## src/rtl/core/sha256_pkg.sv

```systemverilog
package sha256_pkg;

  localparam int unsigned LENGTH_COUNTER_BITS_DEFAULT = 64;
  localparam int unsigned BLOCK_BYTES = 64;
  localparam int unsigned LENGTH_LIMIT = 56;
  localparam logic [7:0] PAD_BYTE = 8'h80;
  localparam int unsigned QUEUE_DEPTH = 4;

  // what the front hands to the back
  typedef enum logic [1:0] {
    OP_BLOCK  = 2'd0,  // full data block, compress
    OP_FINAL  = 2'd1,  // pad, length, compress, emit digest
    OP_FINAL2 = 2'd2   // pad spills into a second block
  } op_t;

  typedef struct packed {
    logic [7:0]  data;
    logic        byte_valid;
    logic        is_last;
  } in_beat_t;

  typedef struct packed {
    logic [31:0] digest_word;
    logic [2:0]  word_index;
    logic        last_word;
  } out_beat_t;

  typedef enum logic [2:0] {
    ST_IDLE,
    ST_LOAD,
    ST_ROUND,
    ST_ADD,
    ST_EMIT
  } back_state_t;

  typedef logic [31:0] word_t;

  localparam word_t ROUND_K [64] = '{
    32'h428a2f98, 32'h71374491, 32'hb5c0fbcf, 32'he9b5dba5,
    32'h3956c25b, 32'h59f111f1, 32'h923f82a4, 32'hab1c5ed5,
    32'hd807aa98, 32'h12835b01, 32'h243185be, 32'h550c7dc3,
    32'h72be5d74, 32'h80deb1fe, 32'h9bdc06a7, 32'hc19bf174,
    32'he49b69c1, 32'hefbe4786, 32'h0fc19dc6, 32'h240ca1cc,
    32'h2de92c6f, 32'h4a7484aa, 32'h5cb0a9dc, 32'h76f988da,
    32'h983e5152, 32'ha831c66d, 32'hb00327c8, 32'hbf597fc7,
    32'hc6e00bf3, 32'hd5a79147, 32'h06ca6351, 32'h14292967,
    32'h27b70a85, 32'h2e1b2138, 32'h4d2c6dfc, 32'h53380d13,
    32'h650a7354, 32'h766a0abb, 32'h81c2c92e, 32'h92722c85,
    32'ha2bfe8a1, 32'ha81a664b, 32'hc24b8b70, 32'hc76c51a3,
    32'hd192e819, 32'hd6990624, 32'hf40e3585, 32'h106aa070,
    32'h19a4c116, 32'h1e376c08, 32'h2748774c, 32'h34b0bcb5,
    32'h391c0cb3, 32'h4ed8aa4a, 32'h5b9cca4f, 32'h682e6ff3,
    32'h748f82ee, 32'h78a5636f, 32'h84c87814, 32'h8cc70208,
    32'h90befffa, 32'ha4506ceb, 32'hbef9a3f7, 32'hc67178f2
  };

  localparam word_t INITIAL_H [8] = '{
    32'h6a09e667, 32'hbb67ae85, 32'h3c6ef372, 32'ha54ff53a,
    32'h510e527f, 32'h9b05688c, 32'h1f83d9ab, 32'h5be0cd19
  };

  function automatic word_t rotr(input word_t x, input int unsigned n);
    rotr = (x >> n) | (x << (32 - n));
  endfunction

endpackage

```

## src/rtl/core/sha256_if.sv

```systemverilog
interface sha256_in_if;
  logic                  valid;
  logic                  ready;
  logic [7:0]            data_byte;
  logic                  byte_valid;
  logic                  is_last;
  modport source (output valid, data_byte, byte_valid, is_last, input ready);
  modport sink (input valid, data_byte, byte_valid, is_last, output ready);
endinterface

interface sha256_out_if;
  logic        valid;
  logic        ready;
  logic [31:0] digest_word;
  logic [2:0]  word_index;
  logic        last_word;
  modport source (output valid, digest_word, word_index, last_word, input ready);
  modport sink (input valid, digest_word, word_index, last_word, output ready);
endinterface

```

## src/rtl/core/sha256_ram.sv

```systemverilog
module sha256_ram #(
  parameter int unsigned WIDTH = 8,
  parameter int unsigned DEPTH = 64
) (
  input  logic                     clk,
  input  logic                     we,
  input  logic [$clog2(DEPTH)-1:0] waddr,
  input  logic [WIDTH-1:0]         wdata,
  input  logic [$clog2(DEPTH)-1:0] raddr,
  output logic [WIDTH-1:0]         rdata
);
  logic [WIDTH-1:0] mem [DEPTH];

  always_ff @(posedge clk) begin
    if (we) mem[waddr] <= wdata;
    rdata <= mem[raddr];
  end
endmodule

```

## src/rtl/core/sha256_front.sv

```systemverilog
// front: writes bytes into one of two block buffers, counts the message,
// and queues a command per full block or per message end
module sha256_front #(
  parameter int unsigned LENGTH_COUNTER_BITS = sha256_pkg::LENGTH_COUNTER_BITS_DEFAULT
) (
  input  logic        clk,
  input  logic        rst,
  input  logic        in_valid,
  output logic        in_ready,
  input  logic [7:0]  data_byte,
  input  logic        byte_valid,
  input  logic        is_last,
  // byte buffer write port
  output logic        buf_we,
  output logic [6:0]  buf_waddr,
  output logic [7:0]  buf_wdata,
  // command queue push
  output logic        cmd_push,
  input  logic        cmd_full,
  output sha256_pkg::op_t cmd_op,
  output logic        cmd_bank,
  output logic [5:0]  cmd_fill,
  output logic [63:0] cmd_bits,
  // bank handback from the back end
  input  logic [1:0]  bank_busy
);
  logic [5:0]  fill;
  logic        bank;
  logic [63:0] count;
  logic [6:0]  fill_inc;
  logic [63:0] count_inc;
  logic [63:0] bits_full;
  logic        accept;
  logic        full_blk;

  assign fill_inc  = {1'b0, fill} + 7'd1;
  assign count_inc = count + 64'(byte_valid);
  assign bits_full = count_inc << 3;
  assign full_blk  = byte_valid && fill_inc[6];

  // stall while our bank still waits in the back, or no room to queue
  assign in_ready = !bank_busy[bank] && !cmd_full;
  assign accept   = in_valid && in_ready;

  assign buf_we    = accept && byte_valid;
  assign buf_waddr = {bank, fill};
  assign buf_wdata = data_byte;

  always_comb begin
    cmd_push = accept && (full_blk || is_last);
    cmd_bank = bank;
    cmd_fill = full_blk ? 6'd0 : (byte_valid ? fill_inc[5:0] : fill);
    if (full_blk)
      cmd_op = sha256_pkg::OP_BLOCK;
    else if (cmd_fill >= 6'(sha256_pkg::LENGTH_LIMIT))
      cmd_op = sha256_pkg::OP_FINAL2;
    else
      cmd_op = sha256_pkg::OP_FINAL;
    if (LENGTH_COUNTER_BITS >= 64)
      cmd_bits = bits_full;
    else
      cmd_bits = bits_full & ((64'd1 << LENGTH_COUNTER_BITS) - 64'd1);
  end

  always_ff @(posedge clk) begin
    if (rst) begin
      fill  <= '0;
      bank  <= 1'b0;
      count <= '0;
    end else if (accept) begin
      if (is_last) begin
        // message closed, a full block here gets its pad block in the back
        fill  <= '0;
        bank  <= ~bank;
        count <= '0;
      end else if (full_blk) begin
        fill  <= '0;
        bank  <= ~bank;
        count <= count_inc;
      end else begin
        fill  <= byte_valid ? fill_inc[5:0] : fill;
        count <= count_inc;
      end
    end
  end
endmodule

```

## src/rtl/core/sha256_back.sv

```systemverilog
// back: one sha-256 round per cycle over the bank named by the command
module sha256_back (
  input  logic        clk,
  input  logic        rst,
  input  logic        cmd_valid,
  output logic        cmd_pop,
  input  sha256_pkg::op_t cmd_op,
  input  logic        cmd_bank,
  input  logic [5:0]  cmd_fill,
  input  logic [63:0] cmd_bits,
  input  logic        cmd_tail,
  output logic [6:0]  buf_raddr,
  input  logic [7:0]  buf_rdata,
  output logic [1:0]  bank_busy,
  output logic        out_valid,
  input  logic        out_ready,
  output sha256_pkg::out_beat_t out_beat
);
  sha256_pkg::back_state_t state, state_next;
  sha256_pkg::word_t h [8];
  sha256_pkg::word_t v [8];
  sha256_pkg::word_t w [16];
  logic [6:0]  cnt;        // load: byte index 0..64, round: 0..63
  logic        pass2;      // second block of a spilled pad
  logic [5:0]  ld_idx;
  logic [7:0]  ld_byte;
  logic [2:0]  oidx;
  logic        own_bank;
  sha256_pkg::word_t wt, s0, s1, t1, t2;
  logic [5:0]  rnd;

  assign bank_busy = {state != sha256_pkg::ST_IDLE && cmd_bank,
                      state != sha256_pkg::ST_IDLE && !cmd_bank};
  assign own_bank = cmd_bank;

  assign buf_raddr = {own_bank, cnt[5:0]};
  assign ld_idx = cnt[5:0] - 6'd1;

  // padding byte for load index ld_idx
  always_comb begin
    ld_byte = buf_rdata;
    if (cmd_op == sha256_pkg::OP_BLOCK) begin
      // full block that closed the message: pad block starts with the marker
      if (pass2)
        ld_byte = (ld_idx == 6'd0) ? sha256_pkg::PAD_BYTE : 8'h00;
    end else if (pass2) begin
      ld_byte = 8'h00;
    end else if (ld_idx == cmd_fill) begin
      ld_byte = sha256_pkg::PAD_BYTE;
    end else if (ld_idx > cmd_fill) begin
      ld_byte = 8'h00;
    end
    if ((pass2 || cmd_op == sha256_pkg::OP_FINAL) &&
        ld_idx >= 6'(sha256_pkg::LENGTH_LIMIT))
      ld_byte = cmd_bits[8*(7 - 32'(ld_idx[2:0])) +: 8];
  end

  assign rnd = cnt[5:0];
  always_comb begin
    s0 = sha256_pkg::rotr(w[1], 7) ^ sha256_pkg::rotr(w[1], 18) ^ (w[1] >> 3);
    s1 = sha256_pkg::rotr(w[14], 17) ^ sha256_pkg::rotr(w[14], 19) ^ (w[14] >> 10);
    wt = (rnd < 6'd16) ? w[0] : (s1 + w[9] + s0 + w[0]);
    t1 = v[7] + (sha256_pkg::rotr(v[4], 6) ^ sha256_pkg::rotr(v[4], 11) ^
                 sha256_pkg::rotr(v[4], 25))
       + ((v[4] & v[5]) ^ (~v[4] & v[6])) + sha256_pkg::ROUND_K[rnd] + wt;
    t2 = (sha256_pkg::rotr(v[0], 2) ^ sha256_pkg::rotr(v[0], 13) ^
          sha256_pkg::rotr(v[0], 22))
       + ((v[0] & v[1]) ^ (v[0] & v[2]) ^ (v[1] & v[2]));
  end

  assign out_valid = state == sha256_pkg::ST_EMIT;
  assign out_beat.digest_word = h[oidx];
  assign out_beat.word_index  = oidx;
  assign out_beat.last_word   = oidx == 3'd7;

  always_comb begin
    state_next = state;
    cmd_pop = 1'b0;
    unique case (state)
      sha256_pkg::ST_IDLE: if (cmd_valid) state_next = sha256_pkg::ST_LOAD;
      sha256_pkg::ST_LOAD: if (cnt == 7'd64) state_next = sha256_pkg::ST_ROUND;
      sha256_pkg::ST_ROUND: if (cnt == 7'd63) state_next = sha256_pkg::ST_ADD;
      sha256_pkg::ST_ADD: begin
        if (cmd_op == sha256_pkg::OP_FINAL2 && !pass2)
          state_next = sha256_pkg::ST_LOAD;
        else if (cmd_op == sha256_pkg::OP_BLOCK && !cmd_tail) begin
          state_next = sha256_pkg::ST_IDLE;
          cmd_pop = 1'b1;
        end else if (cmd_op == sha256_pkg::OP_BLOCK && !pass2)
          state_next = sha256_pkg::ST_LOAD;
        else
          state_next = sha256_pkg::ST_EMIT;
      end
      sha256_pkg::ST_EMIT: if (out_ready && oidx == 3'd7) begin
        state_next = sha256_pkg::ST_IDLE;
        cmd_pop = 1'b1;
      end
      default: state_next = sha256_pkg::ST_IDLE;
    endcase
  end

  always_ff @(posedge clk) begin
    if (rst) state <= sha256_pkg::ST_IDLE;
    else state <= state_next;
  end

  always_ff @(posedge clk) begin
    if (rst) begin
      cnt <= '0; pass2 <= 1'b0; oidx <= '0;
      for (int i = 0; i < 8; i++) h[i] <= sha256_pkg::INITIAL_H[i];
    end else begin
      unique case (state)
        sha256_pkg::ST_IDLE: begin
          cnt <= '0; pass2 <= 1'b0;
        end
        sha256_pkg::ST_LOAD: begin
          // read data arrives in the cycle after its address
          if (cnt != 7'd0) begin
            // a new word starts every fourth byte, push the finished one down
            if (ld_idx[1:0] == 2'd0)
              for (int i = 0; i < 15; i++) w[i] <= w[i+1];
            w[15] <= {w[15][23:0], ld_byte};
          end
          if (cnt == 7'd64) begin
            cnt <= '0;
            for (int i = 0; i < 8; i++) v[i] <= h[i];
          end else cnt <= cnt + 7'd1;
        end
        sha256_pkg::ST_ROUND: begin
          for (int i = 0; i < 15; i++) w[i] <= w[i+1];
          w[15] <= wt;
          v[7] <= v[6]; v[6] <= v[5]; v[5] <= v[4]; v[4] <= v[3] + t1;
          v[3] <= v[2]; v[2] <= v[1]; v[1] <= v[0]; v[0] <= t1 + t2;
          cnt <= (cnt == 7'd63) ? 7'd0 : cnt + 7'd1;
        end
        sha256_pkg::ST_ADD: begin
          for (int i = 0; i < 8; i++) h[i] <= h[i] + v[i];
          if (cmd_op == sha256_pkg::OP_FINAL2) pass2 <= 1'b1;
          if (cmd_op == sha256_pkg::OP_BLOCK && cmd_tail) pass2 <= 1'b1;
          oidx <= '0;
        end
        sha256_pkg::ST_EMIT: if (out_ready) begin
          oidx <= oidx + 3'd1;
          if (oidx == 3'd7)
            for (int i = 0; i < 8; i++) h[i] <= sha256_pkg::INITIAL_H[i];
        end
        default: ;
      endcase
    end
  end
endmodule

```

## src/rtl/core/sha256_message_hasher_unit.sv

```systemverilog
// sha-256 hasher taking one message byte per beat. a front end fills one of
// two 64-byte buffers (one byte per cycle unless its bank is busy in the back
// end or the command queue is full, so bytes stream in at full speed while
// the other buffer is compressed) and queues a command per full block or
// message end. the back end loads a block byte by byte through the buffer
// read port, runs 64 rounds at one round per cycle, then adds the result
// into the hash state, and passes through idle before each command. a
// message end costs one or two such blocks, then eight digest beats H0..H7.
module sha256_message_hasher_unit #(
  parameter int unsigned LENGTH_COUNTER_BITS = sha256_pkg::LENGTH_COUNTER_BITS_DEFAULT
) (
  input logic clk,
  input logic rst,
  sha256_in_if.sink    in_ch,
  sha256_out_if.source out_ch
);
  logic        buf_we;
  logic [6:0]  buf_waddr, buf_raddr;
  logic [7:0]  buf_wdata, buf_rdata;
  logic        push, pop, full, qvalid;
  sha256_pkg::op_t op_in;
  logic        bank_in;
  logic [5:0]  fill_in;
  logic [63:0] bits_in;
  logic [1:0]  bank_busy;
  sha256_pkg::out_beat_t ob;

  // command queue
  typedef struct packed {
    sha256_pkg::op_t op;
    logic        bank;
    logic [5:0]  fill;
    logic [63:0] bits;
    logic        tail;
  } cmd_t;
  localparam int unsigned QW = $clog2(sha256_pkg::QUEUE_DEPTH);
  cmd_t q [sha256_pkg::QUEUE_DEPTH];
  logic [QW:0] wp, rp;
  cmd_t head;
  logic full_and_last;

  assign full_and_last = op_in == sha256_pkg::OP_BLOCK && in_ch.is_last;

  sha256_front #(.LENGTH_COUNTER_BITS(LENGTH_COUNTER_BITS)) u_front (
    .clk, .rst,
    .in_valid(in_ch.valid), .in_ready(in_ch.ready),
    .data_byte(in_ch.data_byte), .byte_valid(in_ch.byte_valid),
    .is_last(in_ch.is_last),
    .buf_we, .buf_waddr, .buf_wdata,
    .cmd_push(push), .cmd_full(full), .cmd_op(op_in), .cmd_bank(bank_in),
    .cmd_fill(fill_in), .cmd_bits(bits_in), .bank_busy
  );

  sha256_ram #(.WIDTH(8), .DEPTH(2 * sha256_pkg::BLOCK_BYTES)) u_buf (
    .clk, .we(buf_we), .waddr(buf_waddr), .wdata(buf_wdata),
    .raddr(buf_raddr), .rdata(buf_rdata)
  );

  assign full   = (wp - rp) == (QW+1)'(sha256_pkg::QUEUE_DEPTH);
  assign qvalid = wp != rp;
  assign head   = q[rp[QW-1:0]];

  always_ff @(posedge clk) begin
    if (rst) begin
      wp <= '0; rp <= '0;
    end else begin
      if (push) begin
        // a full block that also ends the message pads a second, empty block
        q[wp[QW-1:0]] <= '{op: op_in, bank: bank_in, fill: fill_in,
                           bits: bits_in, tail: full_and_last};
        wp <= wp + 1'b1;
      end
      if (pop) rp <= rp + 1'b1;
    end
  end

  sha256_back u_back (
    .clk, .rst,
    .cmd_valid(qvalid), .cmd_pop(pop),
    .cmd_op(head.op), .cmd_bank(head.bank), .cmd_fill(head.fill),
    .cmd_bits(head.bits), .cmd_tail(head.tail),
    .buf_raddr, .buf_rdata, .bank_busy,
    .out_valid(out_ch.valid), .out_ready(out_ch.ready), .out_beat(ob)
  );

  assign out_ch.digest_word = ob.digest_word;
  assign out_ch.word_index  = ob.word_index;
  assign out_ch.last_word   = ob.last_word;

  a_no_overflow: assert property (@(posedge clk) disable iff (rst) full |-> !push)
    else $error("command queue overflow");
  a_pop_has_cmd: assert property (@(posedge clk) disable iff (rst) pop |-> qvalid)
    else $error("pop from empty queue");
  a_last_ends: assert property (@(posedge clk) disable iff (rst)
    (out_ch.valid && out_ch.ready && out_ch.last_word) |=> !out_ch.valid)
    else $error("digest ran past last word");
endmodule

```

## src/flat_wrapper.sv

```systemverilog
// flat-port wrapper written by rule: the top's interface ports become plain ports
module sha256_message_hasher_unit_flat 
#(
  parameter int unsigned LENGTH_COUNTER_BITS = sha256_pkg::LENGTH_COUNTER_BITS_DEFAULT
)
  (clk, rst, in_ch_valid, in_ch_data_byte, in_ch_byte_valid, in_ch_is_last, in_ch_ready, out_ch_valid, out_ch_digest_word, out_ch_word_index, out_ch_last_word, out_ch_ready);
  sha256_in_if in_ch_i ();
  sha256_out_if out_ch_i ();
  input logic clk;
  input logic rst;
  input wire logic [$bits(in_ch_i.valid)-1:0] in_ch_valid;
  input wire logic [$bits(in_ch_i.data_byte)-1:0] in_ch_data_byte;
  input wire logic [$bits(in_ch_i.byte_valid)-1:0] in_ch_byte_valid;
  input wire logic [$bits(in_ch_i.is_last)-1:0] in_ch_is_last;
  output wire logic [$bits(in_ch_i.ready)-1:0] in_ch_ready;
  output wire logic [$bits(out_ch_i.valid)-1:0] out_ch_valid;
  output wire logic [$bits(out_ch_i.digest_word)-1:0] out_ch_digest_word;
  output wire logic [$bits(out_ch_i.word_index)-1:0] out_ch_word_index;
  output wire logic [$bits(out_ch_i.last_word)-1:0] out_ch_last_word;
  input wire logic [$bits(out_ch_i.ready)-1:0] out_ch_ready;
  assign in_ch_i.valid = in_ch_valid;
  assign in_ch_i.data_byte = in_ch_data_byte;
  assign in_ch_i.byte_valid = in_ch_byte_valid;
  assign in_ch_i.is_last = in_ch_is_last;
  assign in_ch_ready = in_ch_i.ready;
  assign out_ch_valid = out_ch_i.valid;
  assign out_ch_digest_word = out_ch_i.digest_word;
  assign out_ch_word_index = out_ch_i.word_index;
  assign out_ch_last_word = out_ch_i.last_word;
  assign out_ch_i.ready = out_ch_ready;
  sha256_message_hasher_unit #(.LENGTH_COUNTER_BITS(LENGTH_COUNTER_BITS)) u_core (.clk(clk), .rst(rst), .in_ch(in_ch_i), .out_ch(out_ch_i));
endmodule
```

## config.mk

```make
export PLATFORM = sky130hd
export DESIGN_NAME = sha256_message_hasher_unit_flat
export DESIGN_NICKNAME = d
export VERILOG_FILES = /design/src/rtl/core/sha256_pkg.sv /design/src/rtl/core/sha256_if.sv /design/src/rtl/core/sha256_ram.sv /design/src/rtl/core/sha256_front.sv /design/src/rtl/core/sha256_back.sv /design/src/rtl/core/sha256_message_hasher_unit.sv /design/src/flat_wrapper.sv
export SDC_FILE = /design/constraint.sdc
export NUM_CORES = 2
export LEC_CHECK = 0
export BUFFER_PORTS_ARGS = -buffer_cell sky130_fd_sc_hd__buf_2
export CORE_MARGIN = 2
export CORE_UTILIZATION = 56
export DETAILED_ROUTE_END_ITERATION = 8
export PLACE_DENSITY = 0.71
export SYNTH_ARGS = -nofsm -noshare
export SYNTH_HDL_FRONTEND = slang
export SYNTH_SLANG_ARGS = --single-unit
```

## constraint.sdc

```tcl
create_clock -name clk -period 60.5 [get_ports clk]
set_input_delay 9.075 -clock clk [delete_from_list [all_inputs] [get_ports clk]]
set_output_delay 9.075 -clock clk [all_outputs]
set_load 0.02 [all_outputs]
```

==> summary.md <==
| Metric | Value |
|---|---|
| Initial core utilization | `56.4%` |
| Most common cell after layout, fill and taps aside | `edfxtp_1` |
| # DRC | `0` |
| GRT Residual Overflow | `0` |
| Final hold violation count | `0` |
| Area contributors post-synth | `edfxtp_1 (55%), mux4_2 (8.2%), ha_1 (4.3%)` |
| Number of buffers on the longest clock path | `3` |
| WP data required | `51430 ps` |
| Die area | `220000 sq um` |
| Most frequent cells in the layout | `edfxtp_1 (2204), nand2_1 (1218), nor2_1 (535)` |
| Total global-route track usage | `29.3%` |
| CP bufs+invs | `2` |
| Hold buffer count at CTS | `0` |
| Layout cells sized above 1 | `12.1%` |
| DRT Pass-1 Iters | `8` |
| Clock Latency Late Sink | `940 ps` |
| Pwr dens | `30.2 nW/um^2` |
| Mean post-synth cell area | `13.2 sq um` |
| CORE AREA | `about 220000 sq um` |
| Final wirelength | `about 330000 um` |
| Reg2reg start | `u_core.u_back.w[0][51]$_DFFE_PP_` |
| #FFs+latches synth | `approximately 2.4k` |
| Fmax | `78.0 MHz` |
| Top delay family on crit path | `multiplexers` |
| Resized Gates After CTS | `0` |
| Gp weighted congestion | `0.982` |
| Clk slew on worst S/H paths | `60 ps` |
| Relative slew slack | `11.4%` |
| Die Wd | `469 um` |
| Placement Setup Slack | `47270 ps` |
| Largest stage delay, worst path | `860 ps` |
| Final WS setup | `approximately 48000 ps` |
| Slew @ Worst Pin | `1310 ps` |
| RSZ-0062 raised after global routing | `no` |
| Netlist cell types | `between 90 and 100` |
| Status | `complete, no violations` |
| MaxCap Viol Count | `0` |
| Final Max Tran Viols | `0` |
| CP arrival | `approximately 3700 ps` |
| Clock sinks | `between 2k and 2.5k` |
| Crit path max fanout | `33` |
| # setup viols final | `0` |
| FP Rows | `170` |
| CP startpoint kind | `flop` |
| Register area share after synthesis | `about 58%` |
| Cell taking the most area after synthesis | `edfxtp_1` |
| Syn nets | `9817` |
| Ys async rst share | `0%` |
| Slowest-stage cell, CP | `dfxtp_4` |
| Min Clock Period, post-route | `~13000 ps` |
| Vias per inst | `6.33` |
| Num CTS Buffers | `around 240` |
| Setup TNS | `0 ps` |
| Die H | `469 um` |
| Period utilization | `21.2%` |
| Worst VDD drop | `0.0000329 V` |
| Kind of critical path | `reg -> out` |
| Number of DRC markers in iteration 0 | `8410` |
| Layout Skew | `113 ps` |
| Worst r2r dst | `u_core.u_back.v[0][31]$_DFFE_PP_` |
| LEAKAGE | `about 46 nW` |
| Largest net degree at the start of global routing | `191` |
| Setup Fix Bufs, Post-CTS | `0` |
| Post-DP HPWL | `between 200000 and 250000 um` |
| Clk root buf | `clkbuf_16` |
| Drt wl/cell | `26.8 um` |
| Setup crit end | `out_ch_digest_word[14]` |
| Mapped Area | `121000 sq um` |
| Via Count | `77.1k` |
| Register-to-register setup slack | `a little under 50000 ps` |
| EDFF count, synth | `2204` |
| Synth top area share | `54.5%` |
| ANT nets after route | `0` |
| CP Capture Type | `primary output` |
| IO buf count | `slightly above 50` |
| Global-route wire length before repair | `a little under 500000 um` |
| CTS tree | `done` |
| Worst hold path class | `reg -> reg` |
| Yosys warns | `0` |
| Cells after synthesis | `9187` |
| Syn-to-layout area delta | `9.35%` |
| Vias in the first global route | `74.6k` |
| Ports | `52` |
| Initial antenna violation count | `8` |
| CTS HTree Levels | `4` |
| Ys flop type | `edfxtp_1` |
| Final #Nets | `9767` |
| CP cell instances | `buf_4 -> mux4_2 -> mux2_2 -> buf_2` |
| R2R depth | `36` |
| Stages on worst setup path | `4` |
==> state kept, by name, indices dropped and copies added (netlist names), 7 cells and up, named ones only <==
name,cells
u_core.u_buf.mem,1024
u_core.u_back.w,512
u_core.q,284
u_core.u_back.h,256
u_core.u_back.v,256
u_core.u_front.count,61
u_core.u_buf.rdata,8
u_core.u_back.cnt,7
==> cell type report <==
class,count,area (sq um)
Clock buffer,290,6280
Multi-Input combinational cell,5894,47400
Clock inverter,162,2010
Antenna cell,1,2.50
Sequential cell,2433,70800
Timing Repair Buffer,147,1010
Inverter,420,1580
Fill cell,15900,82400
Tap cell,2838,3550
==> metrics by stage <==
| stage | utilization, % | std cells | hold WS (ps) | power, W | area, sq um |
|---|---|---|---|---|---|
| after floorplan | - | 9187 | 400 | 0.00231 | 121000 |
| after global placement | 57.8 | 11700 | 400 | 0.00247 | 124000 |
| after detailed placement | 57.8 | 11700 | 405 | 0.00248 | 124000 |
| after CTS | 61.7 | 12200 | 363 | 0.00403 | 133000 |
| after global routing | 61.7 | 12200 | 372 | 0.00415 | 133000 |
| final | 61.7 | 12200 | 362 | 0.00401 | 133000 |
==> layer usage <==
| layer | track usage [%] | share of wire [%] | vias up |
|---|---|---|---|
| met5 | 0 | 0.0092 | - |
| met4 | 12.7 | 4.8 | 4 |
| met3 | 4.43 | 8.0 | 721 |
| met2 | 46.1 | 47 | 3617 |
| met1 | 41.0 | 41 | 38800 |
| li1 | - | - | 34000 |
==> synthesized netlist by cell type, types with 62 or more instances <==
master	count
nand2b_1	70
mux2_2	90
o21ai_0	386
a21oi_1	491
clkbuf_1	356
fa_1	195
nand3_1	126
xnor2_1	412
nand2_1	1223
inv_1	418
o211ai_1	78
mux4_2	443
o21a_1	64
dfxtp_1	229
buf_1	66
ha_1	421
a21o_1	186
nor2_1	539
xor2_1	207
edfxtp_1	2204
mux2i_1	62
nor3_1	86
==> worst min path at each step <==
stage                     cells after the start                              start  slack, ps                           endpoint
after floorplan                               0  u_core.u_back.w[0][132]$_DFFE_PP_        400  u_core.u_back.w[0][100]$_DFFE_PP_
after global placement                        0   u_core.u_back.w[1][90]$_DFFE_PP_        400   u_core.u_back.w[1][58]$_DFFE_PP_
after detailed placement                      0  u_core.u_back.w[0][132]$_DFFE_PP_        400  u_core.u_back.w[0][100]$_DFFE_PP_
after CTS                                     0  u_core.u_back.w[0][206]$_DFFE_PP_        360  u_core.u_back.w[0][174]$_DFFE_PP_
after global routing                          0  u_core.u_back.w[0][206]$_DFFE_PP_        370  u_core.u_back.w[0][174]$_DFFE_PP_
final                                         0  u_core.u_back.w[0][206]$_DFFE_PP_        360  u_core.u_back.w[0][174]$_DFFE_PP_
==> where the power goes <==
| part | internal, W | switching [W] | total, W |
|---|---|---|---|
| registers | 0.00184 | 0.0000100 | 0.00185 |
| logic | 0.000239 | 0.000367 | 0.000606 |
| clock network | 0.000897 | 0.000664 | 0.00156 |
| total | 0.00297 | 0.00104 | 0.00401 |
==> kinds of logic (layout without fill, tap and decap cells) <==
family,Yosys count,after routing,synth area share (%)
mux,595,595,9.57
flops,2433,2433,58.3
buf+inv,860,1019,2.68
xor+xnor,620,620,4.49
simple gates,2389,2389,8.62
other cells,0,1,0
fa+ha+maj,621,621,7.60
compound gates,1669,1669,8.72
No activity file was read; power rests on OpenSTA's default activity.
